### src/slen_pkg.sv
package slen_pkg;

    localparam int DATA_W = 32;
    localparam int CMD_W  = 3;
    localparam int POS_W  = 8;
    localparam int OUT_W  = 7;

    typedef logic [CMD_W-1:0] t_cmd;
    typedef logic [1:0]       t_status;

    localparam t_cmd CMD_INSERT = 3'd0;
    localparam t_cmd CMD_DELETE = 3'd1;
    localparam t_cmd CMD_GET    = 3'd2;
    localparam t_cmd CMD_LOCATE = 3'd3;
    localparam t_cmd CMD_PRED   = 3'd4;
    localparam t_cmd CMD_SUCC   = 3'd5;
    localparam t_cmd CMD_CLEAR  = 3'd6;

    localparam t_status ST_OK       = 2'd0;
    localparam t_status ST_BADPOS   = 2'd1;
    localparam t_status ST_NOTFOUND = 2'd2;
    localparam t_status ST_FULL     = 2'd3;

endpackage

### src/sequential_list_engine.sv
// Ordered list of up to DEPTH signed 32-bit elements in a single-port-read,
// single-port-write memory with a length count. One command is taken at a
// time; o_in_ready is low while a command runs and while reset is asserted.
// Every element access goes through the one memory read port, one element
// per cycle, with a single 32-bit equality comparator checking each element
// as it returns. Insert moves the elements from position p up one place
// (none when appending), delete moves those after p down one place, get
// reads one element, and locate / predecessor / successor scan from the
// front. Locate in squared-key mode first has the multiplier square the
// key. A command that ends at once (clear, the unused command, a bad
// position, a full list, a search of an empty list) goes straight to the
// result; o_in_ready rises again as the result is loaded. The result
// is held in an output register, and the block waits only if that register
// is still full when the next result is ready. No clearing pass is needed
// after reset.
module sequential_list_engine #(
    parameter int DEPTH = 64
) (
    input  logic                                   i_clk,
    input  logic                                   i_rst_n,
    input  logic                                   i_cfg_valid,
    output logic                                   o_cfg_ready,
    input  logic                                   i_cfg_match_mode,
    input  logic                                   i_in_valid,
    output logic                                   o_in_ready,
    input  logic [slen_pkg::CMD_W-1:0]             i_command,
    input  logic [slen_pkg::POS_W-1:0]             i_position,
    input  logic signed [slen_pkg::DATA_W-1:0]     i_operand_value,
    output logic                                   o_out_valid,
    input  logic                                   i_out_ready,
    output logic [1:0]                             o_status,
    output logic signed [slen_pkg::DATA_W-1:0]     o_result_value,
    output logic [slen_pkg::OUT_W-1:0]             o_found_position,
    output logic [slen_pkg::OUT_W-1:0]             o_list_count,
    output logic                                   o_is_empty
);

    localparam int AW = (DEPTH > 1) ? $clog2(DEPTH) : 1;
    localparam int CW = $clog2(DEPTH + 1);
    localparam int XW = (CW > 8) ? CW + 1 : 9;
    localparam int DW = slen_pkg::DATA_W;

    typedef enum logic [2:0] {
        S_IDLE,
        S_SQUARE,
        S_SCAN,
        S_SHIFT,
        S_DONE
    } t_state;

    t_state                  r_state;
    slen_pkg::t_cmd          r_cmd;
    logic                    r_mode;
    logic [CW-1:0]           r_count;
    logic [DW-1:0]           r_key;
    logic [CW-1:0]           r_idx;
    logic [CW-1:0]           r_last;
    logic                    r_issue;
    logic                    r_dv;
    logic [CW-1:0]           r_didx;
    logic                    r_first;
    logic                    r_hit;
    logic [DW-1:0]           r_prev;
    slen_pkg::t_status       r_status;
    logic [DW-1:0]           r_result;
    logic [slen_pkg::OUT_W-1:0] r_found;

    logic                    r_out_valid;
    slen_pkg::t_status       r_out_status;
    logic [DW-1:0]           r_out_result;
    logic [slen_pkg::OUT_W-1:0] r_out_found;
    logic [slen_pkg::OUT_W-1:0] r_out_count;
    logic                    r_out_empty;

    logic [DW-1:0]           r_mem [DEPTH];
    logic [DW-1:0]           r_rdata;

    logic                    mem_we;
    logic [AW-1:0]           mem_waddr;
    logic [AW-1:0]           mem_raddr;
    logic [DW-1:0]           mem_wdata;

    logic [XW-1:0]           pos_x;
    logic [XW-1:0]           cnt_x;
    logic [CW-1:0]           pos_m1;
    logic [CW-1:0]           didx_up;
    logic [CW-1:0]           didx_dn;
    logic [XW-1:0]           found_x;
    logic                    key_eq;
    logic                    out_free;

    assign pos_x   = XW'(i_position);
    assign cnt_x   = XW'(r_count);
    assign pos_m1  = CW'(i_position) - CW'(1);
    assign didx_up = r_didx + CW'(1);
    assign didx_dn = r_didx - CW'(1);
    assign found_x = XW'(r_didx) + XW'(1);
    assign key_eq  = (r_rdata == r_key);
    assign out_free = !r_out_valid || i_out_ready;

    assign o_cfg_ready      = i_rst_n;
    assign o_in_ready       = i_rst_n && (r_state == S_IDLE);
    assign o_out_valid      = r_out_valid;
    assign o_status         = r_out_status;
    assign o_result_value   = r_out_result;
    assign o_found_position = r_out_found;
    assign o_list_count     = r_out_count;
    assign o_is_empty       = r_out_empty;

    // memory port control
    always_comb begin
        mem_raddr = r_idx[AW-1:0];
        mem_we    = 1'b0;
        mem_waddr = didx_dn[AW-1:0];
        mem_wdata = r_rdata;
        if (r_state == S_SHIFT) begin
            if (r_dv) begin
                // move element one place up
                mem_we    = 1'b1;
                mem_waddr = didx_up[AW-1:0];
            end else if (!r_issue) begin
                mem_we    = 1'b1;
                mem_waddr = r_last[AW-1:0];
                mem_wdata = r_key;
            end
        end else if (r_state == S_SCAN && r_cmd == slen_pkg::CMD_DELETE) begin
            // first returned element is the removed one, the rest move down
            mem_we = r_dv && !r_first;
        end
    end

    always_ff @(posedge i_clk) begin
        if (mem_we) begin
            r_mem[mem_waddr] <= mem_wdata;
        end
        r_rdata <= r_mem[mem_raddr];
    end

    always_ff @(posedge i_clk) begin
        if (!i_rst_n) begin
            r_state     <= S_IDLE;
            r_mode      <= 1'b0;
            r_count     <= '0;
            r_issue     <= 1'b0;
            r_dv        <= 1'b0;
            r_out_valid <= 1'b0;
        end else begin
            if (i_cfg_valid) begin
                r_mode <= i_cfg_match_mode;
            end
            // a result loaded in S_DONE keeps the register full
            if (r_out_valid && i_out_ready && r_state != S_DONE) begin
                r_out_valid <= 1'b0;
            end

            case (r_state)
                S_IDLE: begin
                    r_dv <= 1'b0;
                    if (i_in_valid) begin
                        r_cmd    <= i_command;
                        r_key    <= i_operand_value;
                        r_result <= '0;
                        r_found  <= '0;
                        r_first  <= 1'b1;
                        r_hit    <= 1'b0;
                        case (i_command)
                            slen_pkg::CMD_INSERT: begin
                                if (i_position == '0 || pos_x > cnt_x + XW'(1)) begin
                                    r_status <= slen_pkg::ST_BADPOS;
                                    r_state  <= S_DONE;
                                end else if (cnt_x == XW'(DEPTH)) begin
                                    r_status <= slen_pkg::ST_FULL;
                                    r_state  <= S_DONE;
                                end else begin
                                    r_status <= slen_pkg::ST_OK;
                                    r_last   <= pos_m1;
                                    r_idx    <= r_count - CW'(1);
                                    r_issue  <= (pos_x != cnt_x + XW'(1));
                                    r_state  <= S_SHIFT;
                                end
                            end
                            slen_pkg::CMD_DELETE, slen_pkg::CMD_GET: begin
                                if (i_position == '0 || pos_x > cnt_x) begin
                                    r_status <= slen_pkg::ST_BADPOS;
                                    r_state  <= S_DONE;
                                end else begin
                                    r_status <= slen_pkg::ST_OK;
                                    r_idx    <= pos_m1;
                                    r_last   <= (i_command == slen_pkg::CMD_DELETE) ?
                                                r_count - CW'(1) : pos_m1;
                                    r_issue  <= 1'b1;
                                    r_state  <= S_SCAN;
                                end
                            end
                            slen_pkg::CMD_LOCATE, slen_pkg::CMD_PRED,
                            slen_pkg::CMD_SUCC: begin
                                if (r_count == '0) begin
                                    r_status <= slen_pkg::ST_NOTFOUND;
                                    r_state  <= S_DONE;
                                end else begin
                                    r_status <= slen_pkg::ST_OK;
                                    r_idx    <= '0;
                                    r_last   <= r_count - CW'(1);
                                    r_issue  <= 1'b1;
                                    r_state  <= (i_command == slen_pkg::CMD_LOCATE && r_mode) ?
                                                S_SQUARE : S_SCAN;
                                end
                            end
                            slen_pkg::CMD_CLEAR: begin
                                r_status <= slen_pkg::ST_OK;
                                r_count  <= '0;
                                r_state  <= S_DONE;
                            end
                            default: begin
                                r_status <= slen_pkg::ST_OK;
                                r_state  <= S_DONE;
                            end
                        endcase
                    end
                end

                S_SQUARE: begin
                    r_key   <= DW'(r_key * r_key);
                    r_state <= S_SCAN;
                end

                S_SCAN: begin
                    // issue one ascending read per cycle
                    if (r_issue) begin
                        r_dv    <= 1'b1;
                        r_didx  <= r_idx;
                        r_idx   <= r_idx + CW'(1);
                        r_issue <= (r_idx != r_last);
                    end else begin
                        r_dv <= 1'b0;
                    end
                    if (r_dv) begin
                        r_prev <= r_rdata;
                        case (r_cmd)
                            slen_pkg::CMD_GET: begin
                                r_result <= r_rdata;
                                r_state  <= S_DONE;
                            end
                            slen_pkg::CMD_DELETE: begin
                                r_first <= 1'b0;
                                if (r_first) begin
                                    r_result <= r_rdata;
                                end
                                if (!r_issue) begin
                                    r_count <= r_count - CW'(1);
                                    r_state <= S_DONE;
                                end
                            end
                            slen_pkg::CMD_LOCATE: begin
                                if (key_eq) begin
                                    r_found <= found_x[slen_pkg::OUT_W-1:0];
                                    r_state <= S_DONE;
                                end else if (!r_issue) begin
                                    r_status <= slen_pkg::ST_NOTFOUND;
                                    r_state  <= S_DONE;
                                end
                            end
                            slen_pkg::CMD_PRED: begin
                                if (r_didx != '0 && key_eq) begin
                                    r_result <= r_prev;
                                    r_state  <= S_DONE;
                                end else if (!r_issue) begin
                                    r_status <= slen_pkg::ST_NOTFOUND;
                                    r_state  <= S_DONE;
                                end
                            end
                            slen_pkg::CMD_SUCC: begin
                                // a hit takes the element that arrives next
                                if (r_hit) begin
                                    r_result <= r_rdata;
                                    r_state  <= S_DONE;
                                end else if (key_eq && r_didx != r_last) begin
                                    r_hit <= 1'b1;
                                end else if (!r_issue) begin
                                    r_status <= slen_pkg::ST_NOTFOUND;
                                    r_state  <= S_DONE;
                                end
                            end
                            default: begin
                                r_state <= S_DONE;
                            end
                        endcase
                    end
                end

                S_SHIFT: begin
                    // descending reads, each written one place up in the cycle after its read
                    if (r_issue) begin
                        r_dv    <= 1'b1;
                        r_didx  <= r_idx;
                        r_idx   <= r_idx - CW'(1);
                        r_issue <= (r_idx != r_last);
                    end else begin
                        r_dv <= 1'b0;
                        if (!r_dv) begin
                            r_count <= r_count + CW'(1);
                            r_state <= S_DONE;
                        end
                    end
                end

                S_DONE: begin
                    r_dv    <= 1'b0;
                    r_issue <= 1'b0;
                    if (out_free) begin
                        r_out_valid  <= 1'b1;
                        r_out_status <= r_status;
                        r_out_result <= r_result;
                        r_out_found  <= r_found;
                        r_out_count  <= cnt_x[slen_pkg::OUT_W-1:0];
                        r_out_empty  <= (r_count == '0);
                        r_state      <= S_IDLE;
                    end
                end

                default: begin
                    r_state <= S_IDLE;
                end
            endcase
        end
    end

endmodule
### config.mk
export PLATFORM = sky130hd
export DESIGN_NAME = sequential_list_engine
export DESIGN_NICKNAME = d
export VERILOG_FILES = /design/src/slen_pkg.sv /design/src/sequential_list_engine.sv
export SDC_FILE = /design/constraint.sdc
export NUM_CORES = 2
export LEC_CHECK = 0
export BUFFER_PORTS_ARGS = -buffer_cell sky130_fd_sc_hd__buf_2
export CAP_MARGIN = 0
export CORE_MARGIN = 4
export CORE_UTILIZATION = 50
export DETAILED_ROUTE_END_ITERATION = 6
export PLACE_DENSITY = 0.68
export SYNTH_ARGS = -nofsm -noshare
export SYNTH_HDL_FRONTEND = slang
export SYNTH_SLANG_ARGS = --single-unit
### constraint.sdc
create_clock -name i_clk -period 7.6 [get_ports i_clk]
set_clock_uncertainty 0.2 [all_clocks]
set_input_delay 0 -clock i_clk [delete_from_list [all_inputs] [get_ports i_clk]]
set_output_delay 0 -clock i_clk [all_outputs]
set_load 0.05 [all_outputs]
Word level (Yosys, flattened, before mapping)
Memories as Yosys holds them, arrays and structs flattened. A register that Yosys moved wholly into a read port is not among the register bits.
Cells that the tools add are included.
Storage, ports and cells
  register bits after elaboration: 194
  latch bits: 0
  RAM bits: 2048
  memory bits (read-only): 0
  memories kept: 1
Operators by class
  add/sub/neg operators: 9
  multipliers: 1
  divide/modulo/power cells: 0
  order comparisons: 2
  equal/unequal tests: 53
  shifts and indexed selects: 0
  multiplexer cells: 104
  bitwise logic cells: 0
  reduce and logical (&&, ||, !) cells: 43
Memories
  r_mem: words 64, width 32, rd ports 1, clocked after memory_dff 1, wr ports 1, RTL line sequential_list_engine.sv:75  | logic [DW-1:0] r_mem [DEPTH];
Operator list (count)
  $mux 32: 9
  $mux 7: 23
  $pmux 32 s2: 2
  $pmux 32 s4: 1
  $pmux 7 s3: 4
  $mux 3: 14
  $ne 3x3->1 const B: 12
  $eq 32x32->1: 1
  $mul 32x32->32: 1
  $ne 2x2->1 const B: 13
  $mux 1: 25
  $reduce_and 8->1: 3
  $mux 2: 11
  $add 7x1->7 const B: 3
  $sub 7x1->7 const B: 3
  $eq 3x2->1 const B: 6
  $eq 3x3->1 const B: 6
  $mux 6: 3
  $pmux 3 s5: 1
  $reduce_and 3->1: 5
  $ne 7x7->1: 2
  $pmux 7 s2: 1
  $pmux 2 s3: 2
  $pmux 3 s4: 1
  32 further kinds: 60

Depth between registers and ports, before layout
  depth after elaboration: 7
  depth in mapped cells: 26
  gate-level depth less buffers: 24

Worst setup path after synthesis
No wires, ideal clock.
  path type: register to register
  start point: register r_key[4]
  end point: register r_key[31] (data pin)
  setup time: 0.261 ns
  arrival time: 6.809 ns
  required time: 7.139 ns
  setup slack: 0.330 ns
  stages on the path, launching flop included: 25
  cell sequence: edfxtp_1 -> clkbuf_1 -> clkbuf_1 -> nand2_1 -> fa_1 -> inv_1 -> fa_1 -> inv_1 -> fa_1 -> fa_1 -> inv_1 -> fa_1 -> inv_1 -> fa_1 -> inv_1 -> fa_1 -> fa_1 -> ha_1 -> a211oi_1 -> o211ai_1 -> a21oi_1 -> nor2_1 -> nor4_1 -> nor2_1 -> a221o_1
Between the ends
  longest elaborated chain between the ends: 2
RTL lines
  from (decl): RTL line sequential_list_engine.sv:55  | logic [DW-1:0] r_key;
  from (signal assigned): RTL line sequential_list_engine.sv:161  | r_key <= i_operand_value;
  from (signal assigned): RTL line sequential_list_engine.sv:223  | r_key <= DW'(r_key * r_key);
  $mul 32x32->32: RTL line sequential_list_engine.sv:223
  $pmux 32 s2: RTL line sequential_list_engine.sv:156  | case (r_state)
No other way between the ends.
A chain may end at the register's enable or synchronous reset.

Worst setup path in the final report
  start point: register r_key[3]
  end point: register r_key[23] (data pin)
Same word-level chain as after synthesis.

==> results.rst <==
.. list-table::
   :header-rows: 1

   * - Metric
     - Value
   * - Area growth from synthesis to layout
     - 12.8%
   * - Mean number of vias per cell
     - 6.01
   * - Classification of the worst-slack hold path
     - in2reg
   * - Number of synthesized flops with an enable pin
     - 2228
   * - Worst slew margin relative to its limit
     - 9.33%
   * - Clock transition at the register clock pins on the worst setup and hold paths after CTS
     - 0.06 ns
   * - # port buffers
     - 100
   * - Most common cell in the synthesized netlist
     - sky130_fd_sc_hd__edfxtp_1
   * - Sum of negative setup slack
     - 0 ns
   * - Final-report max-slew violation count
     - 0
   * - Capturing element type of the critical path
     - flop
   * - Cell area reported after detailed placement
     - 106000 µm²
   * - Complex-gate fraction of the synthesized area
     - 1.79%
   * - Maximum fanout encountered on the critical timing path
     - 8
   * - Power Density
     - 404 nW/µm²
   * - Final critical-path setup slack
     - 0.288 ns
   * - Commonest cells post-synth
     - sky130_fd_sc_hd__edfxtp_1, sky130_fd_sc_hd__mux4_2, sky130_fd_sc_hd__inv_1
   * - Netlist area before placement
     - 102000 µm²
   * - Cell type contributing the most total cell area after synthesis
     - sky130_fd_sc_hd__edfxtp_1
   * - Total Routing Usage GR
     - 23.3%
   * - Simple logic cell fraction of the synthesized area
     - 3.27%
   * - Bufs and invs on worst path
     - 4
   * - Starting utilization of the core area
     - 50.2%
   * - Multi-input gate area in the final layout
     - 31500 µm²
   * - Flip-flop and latch area
     - 67800 µm²
   * - Fin nets
     - 6240
   * - Placer congestion estimate
     - 0.877
   * - First-pass GRT wire length
     - 360000 µm
   * - 1st-pass router iterations
     - 5
   * - Share of synthesized registers carrying an async set or reset
     - 0%
   * - Critical-path cell with the highest stage delay
     - sky130_fd_sc_hd__edfxtp_1
   * - Average cell area after synthesis
     - 19.1 µm²
   * - Result of the run
     - complete, no violations
   * - Placed Cells incl. Taps
     - 8015
   * - Number of cells on the critical path
     - 22
   * - Ratio of cells with drive above 1 in the final layout
     - 23.9%
   * - DP HPWL
     - 151000 µm
   * - Sequential area share after synthesis
     - 66.8%
   * - Clk Latency, worst-skew pair
     - 0.85 ns
   * - Area share of the largest cell type after synthesis
     - 65.9%
   * - DRC Markers
     - 0
   * - Leading cell types by total area after synthesis
     - sky130_fd_sc_hd__edfxtp_1, sky130_fd_sc_hd__mux4_2, sky130_fd_sc_hd__fa_1
   * - ANT nets after route
     - 0
   * - Worst path max stage delay
     - 0.56 ns
   * - Worst Path Arrival
     - 7.65 ns
   * - CTS Sinks
     - 2274
   * - Hold Worst Slack
     - 0.0861 ns
   * - DRC violation total after the first TritonRoute iteration
     - 6020
   * - Cells on worst reg2reg path
     - 22
   * - Core Rows
     - 165
   * - Slew at the pin with the worst max-slew slack
     - 1.36 ns
   * - Total via count after detailed routing
     - 51265
   * - Portion of the clock cycle consumed by the worst path in the final layout
     - 96.2%
   * - Post-layout minimum cycle time
     - 7.31 ns
   * - Die Y-Extent
     - 459 µm
   * - Data required time at the worst endpoint
     - 7.94 ns
   * - Root Driver
     - sky130_fd_sc_hd__clkbuf_16
   * - Fillcell total
     - 14825
   * - Cell with the most instances on the worst path
     - sky130_fd_sc_hd__fa_1
   * - Post-Layout Cell Count
     - 8533
   * - Setup WS pre-CTS
     - 0.143 ns
   * - Worst setup SP type
     - flop
   * - Top-level port count
     - 101
   * - Critical Path, Cell by Cell
     - nand2_1 > xor2_1 > ha_1 > a31o_2 > fa_1 > inv_1 > fa_1 > fa_1 > inv_1 > fa_1 > inv_1 > fa_1 > inv_1 > fa_1 > fa_1 > ha_1 > a211oi_1 > o21bai_1 > nor3_1 > nor3_1 > a2111oi_1 > o41ai_2
   * - Max IR drop VDD
     - 1420 µV
   * - Mean routed wirelength per cell
     - 28.5 µm
   * - Final Hold Fails
     - 0
   * - Top flip-flop cell by instance count after synthesis
     - sky130_fd_sc_hd__edfxtp_1
   * - Post-Synth XOR/XNOR Area
     - 1.02%
   * - Clock buffers created by TritonCTS
     - 216
   * - Number of warnings printed during yosys synthesis
     - 0
   * - Antenna violations before repair
     - 8
   * - Dominant combinational cell family by area after synthesis
     - multiplexers
   * - Yosys cell types
     - 73
   * - Crit-path leading delay family
     - adder cells
   * - Horizontal die dimension
     - 459 µm
   * - Category of the most critical setup path
     - reg2reg
   * - Final std cell area, no fill
     - 115000 µm²
   * - Core region area
     - 202000 µm²
   * - Via count of the first global-routing pass
     - 52827
   * - Arithmetic-cell share of the synthesized area counting full adders, half adders and majority gates
     - 9.10%
   * - Post-Route WL
     - 243000 µm
   * - Deepest level of the CTS H-tree
     - 4
   * - Setup-failing EPs final
     - 0
   * - Upper clock frequency limit
     - 137 MHz
   * - Clock tree from TritonCTS
     - done
   * - Maximum clock path buffer count
     - 3
   * - Hold path cells
     - 4
   * - Number of instances in the synthesized netlist
     - 5313
   * - Multiplexer area fraction after synthesis
     - 15.3%
   * - Leakage power of the design
     - 39.2 nW
   * - Maximum number of pins on one net before global-route repair
     - 124
   * - Register bit total from synthesis
     - 2274
   * - Total gr overflow
     - 0
   * - Count of maximum capacitance violations
     - 0
   * - Area of the die
     - 210000 µm²
sequential cells by signal (all words and copies together), names as in the netlist, 2 cells and up:
name              cells
o_found_position      7
o_list_count          7
o_result_value       32
o_status              2
r_cmd                 3
r_count               7
r_didx                7
r_found               7
r_idx                 7
r_key                32
r_last                7
r_mem              2048
r_prev               32
r_rdata              32
r_result             32
r_state               3
r_status              2
power by group:
group / switching (W) / leakage (nW) / total [W] / internal (W)
Sequential: 0.000184 / 20.4 / 0.0151 / 0.0149
Clock: 0.00463 / 3.42 / 0.0106 / 0.00599
Combinational: 0.0124 / 15.3 / 0.0206 / 0.00821
cells by family after synthesis:
group,after synthesis
buffers and inverters,710
XOR/XNOR,118
flip-flops,2274
multiplexers,714
AND/OR/NAND/NOR,694
adder cells (fa/ha/maj),520
other,1
AO/OA/AOI/OAI,282
worst reg2reg max path: cells and delay by family, from the launching register on:
kind,cells,cell delay (ns)
adder cells (fa/ha/maj),9,4.02
AO/OA/AOI/OAI,5,1.29
AND/OR/NAND/NOR,3,0.57
flip-flops,1,0.56
buffers and inverters,4,0.20
XOR/XNOR,1,0.19
layout by cell type (no fill, tap or decap), types with 46 or more instances in the layout:
cell                            instances
sky130_fd_sc_hd__and2_1               144
sky130_fd_sc_hd__edfxtp_1            2228
sky130_fd_sc_hd__buf_4                180
sky130_fd_sc_hd__mux4_2               667
sky130_fd_sc_hd__fa_1                 365
sky130_fd_sc_hd__nand2_1              251
sky130_fd_sc_hd__clkinv_1              48
sky130_fd_sc_hd__xnor2_1               53
sky130_fd_sc_hd__nor2_4                64
sky130_fd_sc_hd__xor2_1                65
sky130_fd_sc_hd__dlygate4sd3_1         99
sky130_fd_sc_hd__clkinv_2              49
sky130_fd_sc_hd__buf_2                100
sky130_fd_sc_hd__clkbuf_16            217
sky130_fd_sc_hd__ha_1                 155
sky130_fd_sc_hd__inv_1                454
sky130_fd_sc_hd__dfxtp_1               46
sky130_fd_sc_hd__a21oi_1               87
sky130_fd_sc_hd__nor2_1                72
stage by stage:
| stage | power (W) | utilization (%) |
|---|---|---|
| 2_1_floorplan | 0.0297 | - |
| 5_1_grt | 0.0493 | 56.7 |
| 6_report | 0.0463 | 56.7 |
| 4_1_cts | 0.0464 | 56.6 |
| 3_3_place_gp | 0.0353 | 52.7 |
| 3_5_place_dp | 0.0357 | 52.7 |
path summary, 6_finish.rpt:
| path | startpoint | end | slack [ns] |
|---|---|---|---|
| min reg2reg | r_result[13] | o_result_value[13] | 0.20 |
| max | r_key[3] | r_key[23] | 0.29 |
| max reg2reg | r_key[3] | r_key[23] | 0.29 |
| min | i_operand_value[7] | r_key[7] | 0.09 |
per-layer routing:
metal / GRT usage [%] / part of all wire (%) / up-vias
met4: 5.23 / 2.1 / 2
li1: - / - / 21296
met5: 0 / 0.0037 / -
met1: 34.2 / 42 / 27522
met3: 4.44 / 7.9 / 324
met2: 36.9 / 48 / 2121
final cells by class:
class,instances,share of cell area (%)
sequential,2274,59.2
multi-input combinational,2330,27.5
clock buffer,260,4.91
tap,2672,2.92
timing repair buffer,394,2.74
inverter,455,1.49
clock inverter,144,1.19
antenna,4,0.00874
what timing repair did:
action	in CTS	in global routing
gates resized for setup	0	5
setup buffers	0	11
hold buffers	99	0
hold endpoints to repair	242	0
endpoints found under the setup margin	0	11
Power figures use the tool's default switching activity.
